`src/rtl/core/mme_ram.sv`:
```
// Generic single-port-write, single-port-read RAM with registered read data.
// Depends on nothing.
module mme_ram #(
  parameter int unsigned WIDTH = 32,
  parameter int unsigned DEPTH = 64
) (
  input  logic                     clk,
  input  logic                     we,
  input  logic [$clog2(DEPTH)-1:0] waddr,
  input  logic [WIDTH-1:0]         wdata,
  input  logic                     re,
  input  logic [$clog2(DEPTH)-1:0] raddr,
  output logic [WIDTH-1:0]         rdata
);

  logic [WIDTH-1:0] mem [DEPTH];

  always_ff @(posedge clk) begin
    if (we) begin
      mem[waddr] <= wdata;
    end
    if (re) begin
      rdata <= mem[raddr];
    end
  end

endmodule

```
`config.mk`:
```
export PLATFORM = sky130hd
export DESIGN_NAME = mme_ram
export DESIGN_NICKNAME = d
export VERILOG_FILES = /design/src/rtl/core/mme_ram.sv
export SDC_FILE = /design/constraint.sdc
export NUM_CORES = 2
export LEC_CHECK = 0
export BUFFER_PORTS_ARGS = -buffer_cell sky130_fd_sc_hd__buf_4
export CORE_MARGIN = 3
export CORE_UTILIZATION = 60
export DETAILED_ROUTE_END_ITERATION = 7
export PLACE_DENSITY = 0.77
export SYNTH_ARGS = -nofsm -noshare
export SYNTH_HDL_FRONTEND = slang
export SYNTH_SLANG_ARGS = --single-unit
```
`constraint.sdc`:
```
create_clock -name clk -period 6.4 [get_ports clk]
set_input_delay 0.96 -clock clk [delete_from_list [all_inputs] [get_ports clk]]
set_output_delay 0.96 -clock clk [all_outputs]
set_load 0.03 [all_outputs]
```
# Word level (Yosys, flattened, before mapping)

Memories as Yosys holds them, arrays and structs flattened. A register that Yosys moved wholly into a read port is not among the register bits.
Index checks and enable logic that the tools add are counted.

Bits in writable memories: 2048
Latch bits: 0
Output and inout bits: 32
Input bits: 47
Memory bits (read-only): 0
Memories kept: 1
Register bits after elaboration: 0
Logic and storage cells: 3

Memory list:

| name | depth | bits a word | read ports | clocked after memory_dff | wr ports | line | source |
|---|---|---|---|---|---|---|---|
| mem  | 64    | 32          | 1          | 1                        | 1        | 16   | `logic [WIDTH-1:0] mem [DEPTH];` |

Muxes and demuxes: 2
Bitwise gates (word level): 0
Magnitude comparators: 0
Reductions and logical operators: 0
Shift operators: 0
Div/mod/pow operators: 0
Multipliers: 0
Eq/ne operators: 0
Add/sub/neg operators: 0

Operators with widths:

| operator         | count |
|---|---|
| 1-bit 2-to-1 mux | 2 |

# Logic depth before layout (Yosys ltp)

Depth in word-level cells: 2
Mapped depth: 10
Gate-level depth less buffers: 5

# Worst setup path after synthesis

Ideal clock, no wire load.

Kind: in2reg
Start point: input port waddr[3]
End point: memory mem[48][0] (enable)
Data required time: 5939 ps
Path buffers: 1
Cell stages on the path: 4
Arrival time: 3659 ps
Setup time: 461 ps
Path slack: 2280 ps
Path through: clkbuf_1 nor2b_1 nand4b_1 nor3_1

RTL lines:

| element            | line | source |
|---|---|---|
| start: declaration | 9    | `input logic [$clog2(DEPTH)-1:0] waddr,` |
| end: declaration   | 16   |  |

Straight into the memory's write port.

==> reports/qor.txt <==
Cell accounting for the most synthesized area - edfxtp_1
Count of cell types in the netlist - 33
Yosys Warn Count - 0
Via count - 38900
Final core utilization - 67.7%
Count of final hold-check violations - 0
Vias in the first global route - 39700
Delay-heaviest family, CP - buffers and inverters
Io pins - 79
Hold_buf cts - 0
Leakage - 27.2 nW
H-tree Lvls - 4
Arr. time, crit path - 4.15 ns
Gpl congestion - 0.848
Iter 0 DRT Violations - 6731
Core box area - 0.130 mm^2
Setup bufs post-CTS - 0
Die X-Extent - 368 um
CP Launch Type - input port
Post-cts gate resize count - 0
Starting density of the core - 60.7%
Synthesized cell area - 0.0788 mm^2
Most frequent cell after synthesis - edfxtp_1
Worst slew pin tran - 1.29 ns
Setup Skew - 0.0242 ns
Mapped Cells - 3324
Clock root cell - clkbuf_16
DR WL/cell - 38.7 um
Number of synthesized flops with an enable pin - 2080
Synth top area cells - edfxtp_1 (79%), mux4_2 (16%), mux2i_1 (1.2%)
Crit Path Max Fanout - 53
Critical path class - input port to register
Routed WL - 210 mm
FFs w/ async S/R, synth - 0%
Seq/Total Area, Yosys - 79.2%
Clock buffer depth - 3
Setup TNS - 0 ns
Final worst slack - 2.78 ns
Worst min-delay path category - input port to register
Post-route DRC violation count - 0
Post-place setup slack - 2.04 ns
DRT Pass-1 Iters - 5
TritonCTS Buffers - 191
Final setup viols - 0
Prevailing post-synth register cell - edfxtp_1
First-pass GRT wire length - 298 mm
Area grow syn2layout - 11.6%
Most instantiated cells after synthesis - edfxtp_1 (2080), mux4_2 (544), nor2_1 (137), mux2i_1 (93), o22ai_1 (84)
CP most frequent cell - mux4_2
WP buf/inv - 3
Clk sink count - 2080
IO Port Bufs - 78
Crit-path slowest cell - o22ai_1
Later-pin clock latency in the skew report - 0.81 ns
Max Cap Violations - 0
Clk slew on worst S/H paths - 0.07 ns
Fin crit share - 56.6%
Share of cells above drive strength 1 - 28.4%
Worst setup EP type - register
Post-Syn Nets - 3371
Pwr per Cell Area - 312 mW/mm^2
Largest net degree at the start of global routing - 108
Unrepaired setup endpoints after global routing - false
Peak Freq - 276 MHz
Final nets - 3564
CTS tree - built
Post-DRT Antenna Nets - 0
Fin. max-slew vios - 0
Total power - 27.5 mW
CP Data Required Time - 6.93 ns
Yosys reg bits - 2080
Post-route minimum period - 3.62 ns
Number of antenna violations at the first check in global routing - 20
DR vias/cell - 7.18
Die Y - 368 um
Syn avg cell area - 23.7 um^2
Site row count - 132
GR Overflow Total - 0
Critical path's largest stage delay - 0.63 ns
Peak VDD IR - 0.249 mV
Gr usage total - 31.6%
Crit path cell chain - buf_8 > buf_4 > buf_12 > mux4_2 > mux4_2 > o22ai_1 > nor2_1
Detailed placer's ending HPWL - 108 mm
Slew HR - 14.0%
Die ar. - 0.136 mm^2
Top cell type's share of synthesized area - 79.2%
Outcome - completed
==> path summary, 6_finish.rpt <==
kind | startpoint | to | slack [ns] | cells past startpoint
setup / recovery | raddr[0] | rdata[14]$_DFFE_PP_ | 2.78 | 7
hold / removal | wdata[10] | mem[36][10]$_DFFE_PP_ | 0.70 | 1
setup reg to reg | mem[50][31]$_DFFE_PP_ | rdata[31]$_DFFE_PP_ | 3.89 | 4
hold reg to reg | mem[29][20]$_DFFE_PP_ | rdata[20]$_DFFE_PP_ | 0.91 | 4
==> layer usage <==
| metal | up-vias | GRT usage, % | wire length, um |
|---|---|---|---|
| met1 | 20200 | 42.9 | 69100 |
| met3 | 619 | 7.98 | 29000 |
| met5 | - | 0 | 29 |
| met2 | 3427 | 48.7 | 99700 |
| li1 | 14700 | - | - |
| met4 | 6 | 15.6 | 11900 |
==> cells by family after synthesis <==
family	share of synthesized area, %
simple gates	1.26
compound gates	1.67
buf+inv	1.12
mux	16.7
flops	79.2
==> power breakdown <==
group / switching (mW) / internal [mW] / leakage (nW)
sequential: 0.0648 / 15.1 / 18.7
clock: 4.83 / 6.05 / 2.86
combinational: 0.917 / 0.502 / 5.64
==> layout by cell type (no fill, tap or decap), types with 4 or more instances in the layout <==
cell | netlist | layout
o32ai_1 | 4 | 4
clkinv_1 | 0 | 59
edfxtp_1 | 2080 | 2080
nor2_1 | 137 | 75
nand2_1 | 26 | 26
o221ai_1 | 27 | 27
nand2b_1 | 8 | 8
clkbuf_1 | 74 | 36
clkinv_2 | 0 | 27
mux2i_1 | 93 | 93
diode_2 | 0 | 11
buf_4 | 25 | 169
nor2_4 | 0 | 62
and3_1 | 4 | 4
nand3_1 | 5 | 5
a21oi_1 | 62 | 62
a41o_1 | 4 | 4
nor2b_1 | 15 | 14
o22ai_1 | 84 | 84
a311oi_1 | 8 | 8
a22oi_1 | 12 | 12
buf_12 | 0 | 10
clkbuf_16 | 0 | 196
nor3_1 | 7 | 5
mux4_2 | 544 | 544
clkinvlp_4 | 0 | 5
nand3b_1 | 5 | 5
bufinv_16 | 0 | 12
==> metrics by stage <==
step | instances | cell area [um^2] | hold slack [ns]
2_1_floorplan | 3324 | 78800 | 0.750
3_3_place_gp | 5066 | 82100 | 0.807
3_5_place_dp | 5066 | 82100 | 0.843
4_1_cts | 5407 | 88000 | 0.657
5_1_grt | 5407 | 88000 | 0.706
6_report | 5418 | 88000 | 0.698
==> state kept, by name, indices dropped and copies added, names as in the netlist <==
signal,flops
mem,2048
rdata,32
==> layout make-up <==
type / instances / area [um^2]
clock inverter: 109 / 826
antenna: 11 / 27.5
tap: 1742 / 2180
timing repair buffer: 182 / 1510
sequential: 2080 / 62500
multi-input combinational: 1062 / 16000
fill: 7438 / 42000
clock buffer: 232 / 5040
Power figures use the tool's default switching activity.
